<file path="src/design/usmg_pkg.sv">
package usmg_pkg;

   localparam int MAX_STACKS      = 256;
   localparam int MAX_SECTORS     = 256;
   localparam int SINE_TABLE_BITS = 10;

   localparam int TURN    = 1 << SINE_TABLE_BITS;
   localparam int QUART   = TURN / 4;
   localparam int PHASE_W = SINE_TABLE_BITS;

   localparam int COUNT_W  = 9;
   localparam int RADIUS_W = 16;
   localparam int NORM_W   = 16;
   localparam int POS_W    = 17;
   localparam int IDX_W    = 17;
   localparam int TEX_W    = 16;
   localparam int CSR_W    = 16;

   // quotient of the grid fraction, 16 fraction bits plus the whole bit
   localparam int FRAC_W       = 16;
   localparam int QUO_W        = FRAC_W + 1;
   localparam int DIV_STEPS_A  = 6;
   localparam int DIV_STEPS_B  = FRAC_W - 2 * DIV_STEPS_A;

   localparam int QUEUE_DEPTH = 8;
   localparam int QUEUE_AW    = $clog2(QUEUE_DEPTH);

   localparam logic KIND_VERTEX   = 1'b0;
   localparam logic KIND_TRIANGLE = 1'b1;

   typedef enum logic [1:0] {
      CSR_RADIUS       = 2'd0,
      CSR_SECTOR_COUNT = 2'd1,
      CSR_STACK_COUNT  = 2'd2
   } csr_index_type;

   // divider state carried down the front pipeline
   typedef struct packed {
      logic [COUNT_W-1:0] st;
      logic [COUNT_W-1:0] se;
      logic [COUNT_W-1:0] stacks;
      logic [COUNT_W-1:0] sectors;
      logic [COUNT_W-1:0] rem_f;
      logic [COUNT_W-1:0] rem_g;
      logic [QUO_W-1:0]   quo_f;
      logic [QUO_W-1:0]   quo_g;
      logic [IDX_W-1:0]   k1;
      logic               has_up;
      logic               has_lo;
   } usmg_div_type;

   // one classified grid point, as queued for the back end
   typedef struct packed {
      logic [PHASE_W-1:0] pphi;
      logic [PHASE_W-1:0] pth;
      logic [TEX_W-1:0]   u;
      logic [TEX_W-1:0]   v;
      logic [IDX_W-1:0]   k1;
      logic [IDX_W-1:0]   k2;
      logic               has_up;
      logic               has_lo;
   } usmg_entry_type;

   typedef logic [14:0] sine_table_type [0:QUART];
   typedef longint unsigned taylor_div_type [1:7];

   localparam longint unsigned HALF_PI_Q30 = 64'd1686629713;
   localparam taylor_div_type TAYLOR_DIV = '{6, 20, 42, 72, 110, 156, 210};

   // quarter wave, taylor series in q30
   function automatic sine_table_type build_sine_table();
      sine_table_type t;
      logic [63:0] x;
      logic [63:0] x2;
      logic [63:0] term;
      logic [63:0] r;
      longint s;
      for (int i = 0; i <= QUART; i++) begin
         x    = (64'(i) * HALF_PI_Q30 + 64'(QUART / 2)) / 64'(QUART);
         x2   = (x * x + (64'd1 << 29)) >> 30;
         term = x;
         s    = longint'(x);
         for (int k = 1; k <= 7; k++) begin
            term = ((term * x2 + (64'd1 << 29)) >> 30) / TAYLOR_DIV[k];
            if ((k & 1) == 1) begin
               s = s - longint'(term);
            end else begin
               s = s + longint'(term);
            end
         end
         if (s < 0) begin
            s = 0;
         end
         r = (64'(s) + (64'd1 << 14)) >> 15;
         if (r > 64'd32767) begin
            r = 64'd32767;
         end
         t[i] = r[14:0];
      end
      return t;
   endfunction

   localparam sine_table_type SINE_TABLE = build_sine_table();

   function automatic logic signed [NORM_W-1:0] sin_at(input logic [PHASE_W-1:0] p);
      logic [1:0]         q;
      logic [PHASE_W-3:0] idx;
      logic [PHASE_W-2:0] j;
      logic [14:0]        m;
      q   = p[PHASE_W-1 -: 2];
      idx = p[PHASE_W-3:0];
      j   = q[0] ? (PHASE_W-1)'(QUART) - {1'b0, idx} : {1'b0, idx};
      m   = SINE_TABLE[j];
      return q[1] ? -$signed({1'b0, m}) : $signed({1'b0, m});
   endfunction

   function automatic logic signed [NORM_W-1:0] cos_at(input logic [PHASE_W-1:0] p);
      return sin_at(p + PHASE_W'(QUART));
   endfunction

   // shift right by 15, halves away from zero
   function automatic logic signed [18:0] round_q15(input logic signed [33:0] v);
      logic [33:0] mag;
      logic [33:0] r;
      mag = v[33] ? 34'(-v) : 34'(v);
      r   = (mag + 34'(1 << 14)) >> 15;
      return v[33] ? -$signed(19'(r)) : $signed(19'(r));
   endfunction

endpackage

</file>
<file path="src/design/usmg_front.sv">
module usmg_front
   import usmg_pkg::*;
(
   input  logic                 clock,
   input  logic                 reset,
   input  logic                 accept,
   input  logic [COUNT_W-1:0]   stack_pos,
   input  logic [COUNT_W-1:0]   sector_pos,
   input  logic [COUNT_W-1:0]   stack_count,
   input  logic [COUNT_W-1:0]   sector_count,
   output logic                 push,
   output usmg_entry_type       push_entry,
   output logic [2:0]           in_flight
);

   logic [3:0]         valid_ff;
   logic [3:0]         valid_in;
   usmg_div_type       s0_ff, s1_ff, s2_ff, s3_ff;
   usmg_div_type       s0_in, s1_in, s2_in, s3_in;
   logic [COUNT_W-1:0] stacks, sectors, st, se;
   logic               in_grid;
   logic [QUO_W:0]     f_ext, g_ext;
   logic [QUO_W:0]     pphi_w, pth_w, u_w, v_w;

   function automatic usmg_div_type div_steps(input usmg_div_type s, input int n);
      usmg_div_type o;
      logic [COUNT_W:0] r2;
      o = s;
      for (int i = 0; i < DIV_STEPS_A; i++) begin
         if (i < n) begin
            r2 = {o.rem_f, 1'b0};
            if (r2 >= {1'b0, o.stacks}) begin
               o.rem_f = COUNT_W'(r2 - {1'b0, o.stacks});
               o.quo_f = {o.quo_f[QUO_W-2:0], 1'b1};
            end else begin
               o.rem_f = r2[COUNT_W-1:0];
               o.quo_f = {o.quo_f[QUO_W-2:0], 1'b0};
            end
            r2 = {o.rem_g, 1'b0};
            if (r2 >= {1'b0, o.sectors}) begin
               o.rem_g = COUNT_W'(r2 - {1'b0, o.sectors});
               o.quo_g = {o.quo_g[QUO_W-2:0], 1'b1};
            end else begin
               o.rem_g = r2[COUNT_W-1:0];
               o.quo_g = {o.quo_g[QUO_W-2:0], 1'b0};
            end
         end
      end
      return o;
   endfunction

   // clamp counts and point, classify the grid cell
   always_comb begin
      stacks  = (stack_count == '0) ? COUNT_W'(1) :
                (stack_count > COUNT_W'(MAX_STACKS)) ? COUNT_W'(MAX_STACKS) : stack_count;
      sectors = (sector_count == '0) ? COUNT_W'(1) :
                (sector_count > COUNT_W'(MAX_SECTORS)) ? COUNT_W'(MAX_SECTORS) : sector_count;
      st      = (stack_pos > stacks) ? stacks : stack_pos;
      se      = (sector_pos > sectors) ? sectors : sector_pos;
      in_grid = (st < stacks) && (se < sectors);

      s0_in         = '0;
      s0_in.st      = st;
      s0_in.se      = se;
      s0_in.stacks  = stacks;
      s0_in.sectors = sectors;
      s0_in.quo_f   = QUO_W'(st == stacks);
      s0_in.quo_g   = QUO_W'(se == sectors);
      s0_in.rem_f   = (st == stacks) ? '0 : st;
      s0_in.rem_g   = (se == sectors) ? '0 : se;
      s0_in.has_up  = in_grid && (st != '0);
      s0_in.has_lo  = in_grid && (st != COUNT_W'(stacks - COUNT_W'(1)));
   end

   always_comb begin
      s1_in    = div_steps(s0_ff, DIV_STEPS_A);
      s1_in.k1 = IDX_W'(s0_ff.st) * (IDX_W'(s0_ff.sectors) + IDX_W'(1)) + IDX_W'(s0_ff.se);
      s2_in    = div_steps(s1_ff, DIV_STEPS_A);
      s3_in    = div_steps(s2_ff, DIV_STEPS_B);
   end

   assign valid_in = {valid_ff[2:0], accept};

   always_ff @(posedge clock) begin
      if (reset) begin
         valid_ff <= '0;
      end else begin
         valid_ff <= valid_in;
      end
      s0_ff <= s0_in;
      s1_ff <= s1_in;
      s2_ff <= s2_in;
      s3_ff <= s3_in;
   end

   // rounded phases and texture coordinates from the quotients
   always_comb begin
      f_ext  = {1'b0, s3_ff.quo_f};
      g_ext  = {1'b0, s3_ff.quo_g};
      pphi_w = ((f_ext >> (FRAC_W - SINE_TABLE_BITS)) + (QUO_W+1)'(1)) >> 1;
      pth_w  = ((g_ext >> (FRAC_W - 1 - SINE_TABLE_BITS)) + (QUO_W+1)'(1)) >> 1;
      v_w    = (f_ext + (QUO_W+1)'(1)) >> 1;
      u_w    = (g_ext + (QUO_W+1)'(1)) >> 1;

      push_entry.pphi   = pphi_w[PHASE_W-1:0];
      push_entry.pth    = pth_w[PHASE_W-1:0];
      push_entry.u      = u_w[TEX_W-1:0];
      push_entry.v      = v_w[TEX_W-1:0];
      push_entry.k1     = s3_ff.k1;
      push_entry.k2     = s3_ff.k1 + IDX_W'(s3_ff.sectors) + IDX_W'(1);
      push_entry.has_up = s3_ff.has_up;
      push_entry.has_lo = s3_ff.has_lo;
   end

   assign push      = valid_ff[3];
   assign in_flight = 3'($countones(valid_ff));

endmodule

</file>
<file path="config.mk">
export PLATFORM = sky130hd
export DESIGN_NAME = usmg_front
export DESIGN_NICKNAME = d
export VERILOG_FILES = /design/src/design/usmg_pkg.sv /design/src/design/usmg_front.sv
export SDC_FILE = /design/constraint.sdc
export NUM_CORES = 1
export LEC_CHECK = 0
export BUFFER_PORTS_ARGS = -buffer_cell sky130_fd_sc_hd__buf_2
export CAP_MARGIN = 20
export CORE_MARGIN = 2
export CORE_UTILIZATION = 35
export DETAILED_ROUTE_END_ITERATION = 7
export PLACE_DENSITY = 0.56
export SETUP_SLACK_MARGIN = 0.02
export SLEW_MARGIN = 20
export SYNTH_ARGS = -nofsm -noshare
export SYNTH_HDL_FRONTEND = slang
export SYNTH_SLANG_ARGS = --single-unit
</file>
<file path="constraint.sdc">
create_clock -name clock -period 12.75 [get_ports clock]
set_input_delay 1.275 -clock clock [delete_from_list [all_inputs] [get_ports clock]]
set_output_delay 1.275 -clock clock [all_outputs]
set_load 0.1 [all_outputs]
</file>
==> flow_summary.toml, run 1 <==
[floorplanning]
dieHeight_um = 274
die_w_um = 274
design.die.area_um2 = 74900
initial_utilization_pct = 35.5
rows = 98
io_pins = 131
core_area_um2 = 71700

[critical_path]
r2r-start = "s0_ff[87]"
worst_ep_arrival_time_ps = 12760
critPathKind = "reg2reg"
cp-startpoint = "s0_ff[87]"
slowest_delay_ps = 390
slowest_stage = "a221o_1"
crit_path_end_kind = "flip-flop"
path_max_fanout = 5
start_kind = "flip-flop"
cp.required_ps = 13180
cp_common_cell = "ha_1"

[timing]
hold-worst-slack_ps = 320
setup_viol = 0
finalCriticalPeriod_ps = 12330
timing.fmax_mhz = 81.1
fin_worst_skew_ps = 26.4
setup_tns_ps = 0
period_share_pct = 96.7
worst_pin_slew_ps = 977
slew_violations = 0
slew-limit-headroom_pct = 34.9
setup_ws_ps = 425
hold_violations = 0

[finish]
regArea_um2 = 5490
area_growth_pct = 20.6
utilization_pct = 42.8
multi_input_area_um2 = 19200
num-fill-cells = 7209
nNetsFinal = 3857
drive_gt1_share_pct = 19.3

[global_routing]
grt_max_degree = 24
grt_pass1_wl_mm = 114
grt_pass1_vias = 21300
grt_overflow = 0
grt_antenna_before_repair = 0
grt_usage_pct = 18.8

[route]
final_antenna_net_count = 0
vias = 22100
route.detailed.drc = 0
wl_per_cell_um = 16.4
dr.pass1.iters = 7
wl_mm = 71.6
dr.first_iter.drc_count = 1166
via_per_inst = 5.05

[logic_synthesis]
yosysTopAreaCell = "dfxtp_1"
synth_cells = 3021
syn_area_um2 = 25500
synth_flop_cell = "dfxtp_1"
ys_warn_count = 0
synth.top_cell.area_share_pct = 21.5
synth_seq_cells = 274
ys_seq_area_share_pct = 21.5
avgSynthCellArea_um2 = 8.43
synth-edff-count = 0
async_flop_share_pct = 0
synth_fp_nets = 3489
synthTopCellsByArea = "dfxtp_1 22%, ha_1 18%, xnor2_1 6.3%"
ys_types = 83

[job]
maxCapViolCount = 0

[clocking]
clk_latency_ps = 560
path_clk_slew_ps = 60
clock-sinks = 274
postCtsHoldBufs = 0
cts_buffer_depth = 3
cts_root_buf = "clkbuf_16"
cts_tree = "built"
numCtsBuffers = 34
h-tree-depth = 2

[status]
status = "complete, no violations"

[place]
io_buffers = 130
hpwl_mm = 58.8
gp_congestion = 0.887
pre_cts_slack_ps = -120

[min_path]
holdCritPathClass = "reg2reg"
hp-start = "s2_ff[48]"
[cell usage in the layout (no fill, tap or decap), types with 28 or more instances in the layout]
master / Yosys / routed
nor3_1: 65 / 61
buf_4: 19 / 271
xnor2_1: 183 / 183
and2_1: 65 / 62
ha_1: 360 / 354
a21o_1: 133 / 133
buf_2: 2 / 130
xor2_1: 94 / 94
mux2_2: 67 / 64
clkbuf_16: 0 / 34
nand4_1: 28 / 28
nor2b_1: 64 / 60
nand2_1: 189 / 185
o21a_1: 42 / 42
o21ai_0: 155 / 139
nand3_1: 59 / 59
fa_1: 69 / 67
mux2i_1: 31 / 30
dfxtp_1: 274 / 270
inv_1: 265 / 262
a21oi_1: 183 / 168
nand2b_1: 31 / 31
nor2_1: 228 / 224
[final timing paths]
check                                 end  slack (ps)  cells after the start
worst max-delay path            s1_ff[66]         420                     53
worst max register to register  s1_ff[66]         420                     53
worst min register to register  f_ext[16]         320                      0
worst min-delay path            f_ext[16]         320                      0
[sequential cells by signal (all words and copies together) (netlist names)]
register	count
s2_ff	81
s1_ff	69
s0_ff	58
push_entry	19
f_ext	17
g_ext	17
s3_ff	9
valid_ff	4
[cells by family after synthesis]
logic type,count (synthesis),share of synthesized area [%]
and+or+nand+nor,834,16.1
AOI/OAI and AO/OA,759,19.8
adders and majority gates,429,23.1
buffers and inverters,344,5.37
xor gates and xnor gates,277,9.53
DFF,274,21.5
muxes,104,4.51
[worst max-delay path: cells and delay by family (launching register included)]
| kind | cells | cell delay [ps] |
|---|---|---|
| and+or+nand+nor | 8 | 1530 |
| AOI/OAI and AO/OA | 26 | 6150 |
| adders and majority gates | 6 | 1910 |
| DFF | 1 | 310 |
| muxes | 7 | 1570 |
| buffers and inverters | 6 | 730 |
[cells in the mapped netlist (20+ instances only)]
library cell and n:
nor2b_1 64, nor3_1 65, and2_1 65, or2_2 22, o21bai_1 23, a21o_1 133
xor2_1 94, xnor2_1 183, a21oi_1 183, o211ai_1 20, ha_1 360, a221o_1 27
dfxtp_1 274, clkbuf_1 50, nand2_1 189, nand2b_1 31, and3_1 20, inv_1 265
o21a_1 42, nand3_1 59, o21ai_0 155, nor2_1 228, fa_1 69, mux2i_1 31
nand4_1 28, mux2_2 67
[metal layers]
layer | wire [um] | up-vias | GRT usage, %
li1 | - | 11400 | -
met1 | 35700 | 10200 | 26.8
met2 | 31800 | 341 | 30.3
met3 | 2580 | 87 | 1.89
met4 | 1470 | 0 | 4.40
met5 | 0 | - | 0
[through the flow]
stage,cell area [um2],instances
floorplan,25600,3021
global placement,28900,4277
detailed placement,28900,4277
CTS,30100,4339
global route,30700,4363
finish,30700,4366
[repair_timing]
action	4_1_cts	5_1_grt
gates cloned	0	1
buffers inserted	2	23
setup endpoints to repair	17	40
gates resized for setup	4	113
pin swaps	2	37
[layout make-up]
type | count | share of cell area (%)
Sequential cell | 274 | 17.9
Tap cell | 950 | 3.87
Clock buffer | 42 | 2.93
Antenna cell | 3 | 0.0245
Inverter | 271 | 3.33
Clock inverter | 18 | 0.636
Multi-Input combinational cell | 2404 | 62.4
Timing Repair Buffer | 404 | 8.90
Power of run 1 is left out: the tool's default activity adds up to more than one toggle a clock period on the data nets, which glitch-free logic cannot reach.
==> run 2, diff against run 1 <==
Settings changed: CORE_MARGIN 2 to default, GPL_TIMING_DRIVEN from default to 0, PLACE_DENSITY 0.56 to 0.54.
Clock period 12.75 ns to 13.5 ns, I/O delays scaled along.
==> flow_summary.toml, run 2 (synthesized netlist as in run 1, its figures left out) <==
[status]
status = "complete, no violations"

[critical_path]
critical_path_buf_inv_count = 6
critPathKind = "reg2reg"
slowest_delay_ps = 480
crit_path_end_kind = "flip-flop"
cp_common_cell = "ha_1"
critical-path-top-delay-family = "compound AO/OA/AOI/OAI gates"
slowest_stage = "a2111o_1"
worst_ep_arrival_time_ps = 13470
path_max_fanout = 11
cp.required_ps = 13970
start_kind = "flip-flop"

[floorplanning]
die_w_um = 272
core_area_um2 = 71700
io_pins = 131
rows = 98
initial_utilization_pct = 35.5
design.die.area_um2 = 73800
dieHeight_um = 272

[timing]
slew-limit-headroom_pct = 33.8
worst_pin_slew_ps = 987
setup_tns_ps = 0
setup_ws_ps = 500
period_share_pct = 96.3
timing.fmax_mhz = 76.9
fin_worst_skew_ps = 11.1
slew_violations = 0
setup_viol = 0
hold-worst-slack_ps = 318
hold_violations = 0
finalCriticalPeriod_ps = 13000

[clocking]
cts_root_buf = "clkbuf_16"
cts_tree = "built"
h-tree-depth = 1
path_clk_slew_ps = 70
clk_latency_ps = 580
clock-sinks = 274
numCtsBuffers = 30
cts_buffer_depth = 3

[finish]
largest_register_ffs = 81
drive_gt1_share_pct = 16.5
layout_commonest_cell = "ha_1"
top_register = "s2_ff"
design_area_um2 = 29700
mostFrequentLayoutCells = "350 x ha_1, 264 x dfxtp_1, 251 x inv_1"
nNetsFinal = 3722
area_growth_pct = 16.8
antenna_cells = 0
num-fill-cells = 7285
reg.largest.list = "s2_ff: 81 flops, s1_ff: 69 flops, s0_ff: 58 flops"

[global_routing]
grt_antenna_before_repair = 1
grt_max_degree = 15
grt_usage_pct = 18.6
grt_pass1_vias = 21100
grt_overflow = 0
grt_pass1_wl_mm = 112

[place]
pre_cts_slack_ps = -3050
post_dp_cell_area_um2 = 27300
gp_congestion = 0.892
hpwl_mm = 56.4
io_buffers = 130

[route]
dr.first_iter.drc_count = 1044
route.detailed.drc = 0
wl_mm = 70.3
via_per_inst = 5.15
final_antenna_net_count = 0
wl_per_cell_um = 16.6
dr.pass1.iters = 5
vias = 21800

[job]
maxCapViolCount = 0

[min_path]
holdCritPathClass = "reg2reg"
[run 2: worst paths after layout]
kind              startpoint        end  slack (ps)  depth (start not counted)
setup / recovery   s1_ff[80]  s2_ff[67]         500                         51
hold / removal      s1_ff[8]   s2_ff[8]         320                          0
setup reg to reg   s1_ff[80]  s2_ff[67]         500                         51
hold reg to reg     s1_ff[8]   s2_ff[8]         320                          0
[run 2: final cells by class]
cell class,instances,area [um2],share of cell area (%)
buffer,66,417,1.40
clock buffer,38,852,2.87
clock inverter,17,141,0.475
inverter,271,1050,3.53
multi-input combinational,2403,19300,65.1
sequential,274,5500,18.5
tap,950,1190,4.00
timing repair buffer,208,1240,4.16
[run 2: what timing repair did]
| action | 4_1_cts | 5_1_grt |
|---|---|---|
| setup endpoints to repair | 40 | 40 |
| pin swaps | 22 | 40 |
| gates resized for setup | 130 | 109 |
| buffers inserted | 35 | 43 |
| hold buffers | 0 | 0 |
[run 2: layer usage]
layer	part of all wire (%)	vias to the layer above	global-route usage, %	wire (um)
met5	0	-	0	0
met4	1.4	0	3.62	1010
met3	3.3	65	1.62	2310
met2	45	319	30.7	31700
met1	50	10300	26.2	35300
li1	-	11100	-	-
[run 2: through the flow]
stage | util [%] | cells
floorplan | - | 3021
global placement | 38.1 | 4101
detailed placement | 38.1 | 4101
CTS | 40.5 | 4186
global route | 41.5 | 4227
finish | 41.5 | 4227
Power of run 2 is left out for the same reason.
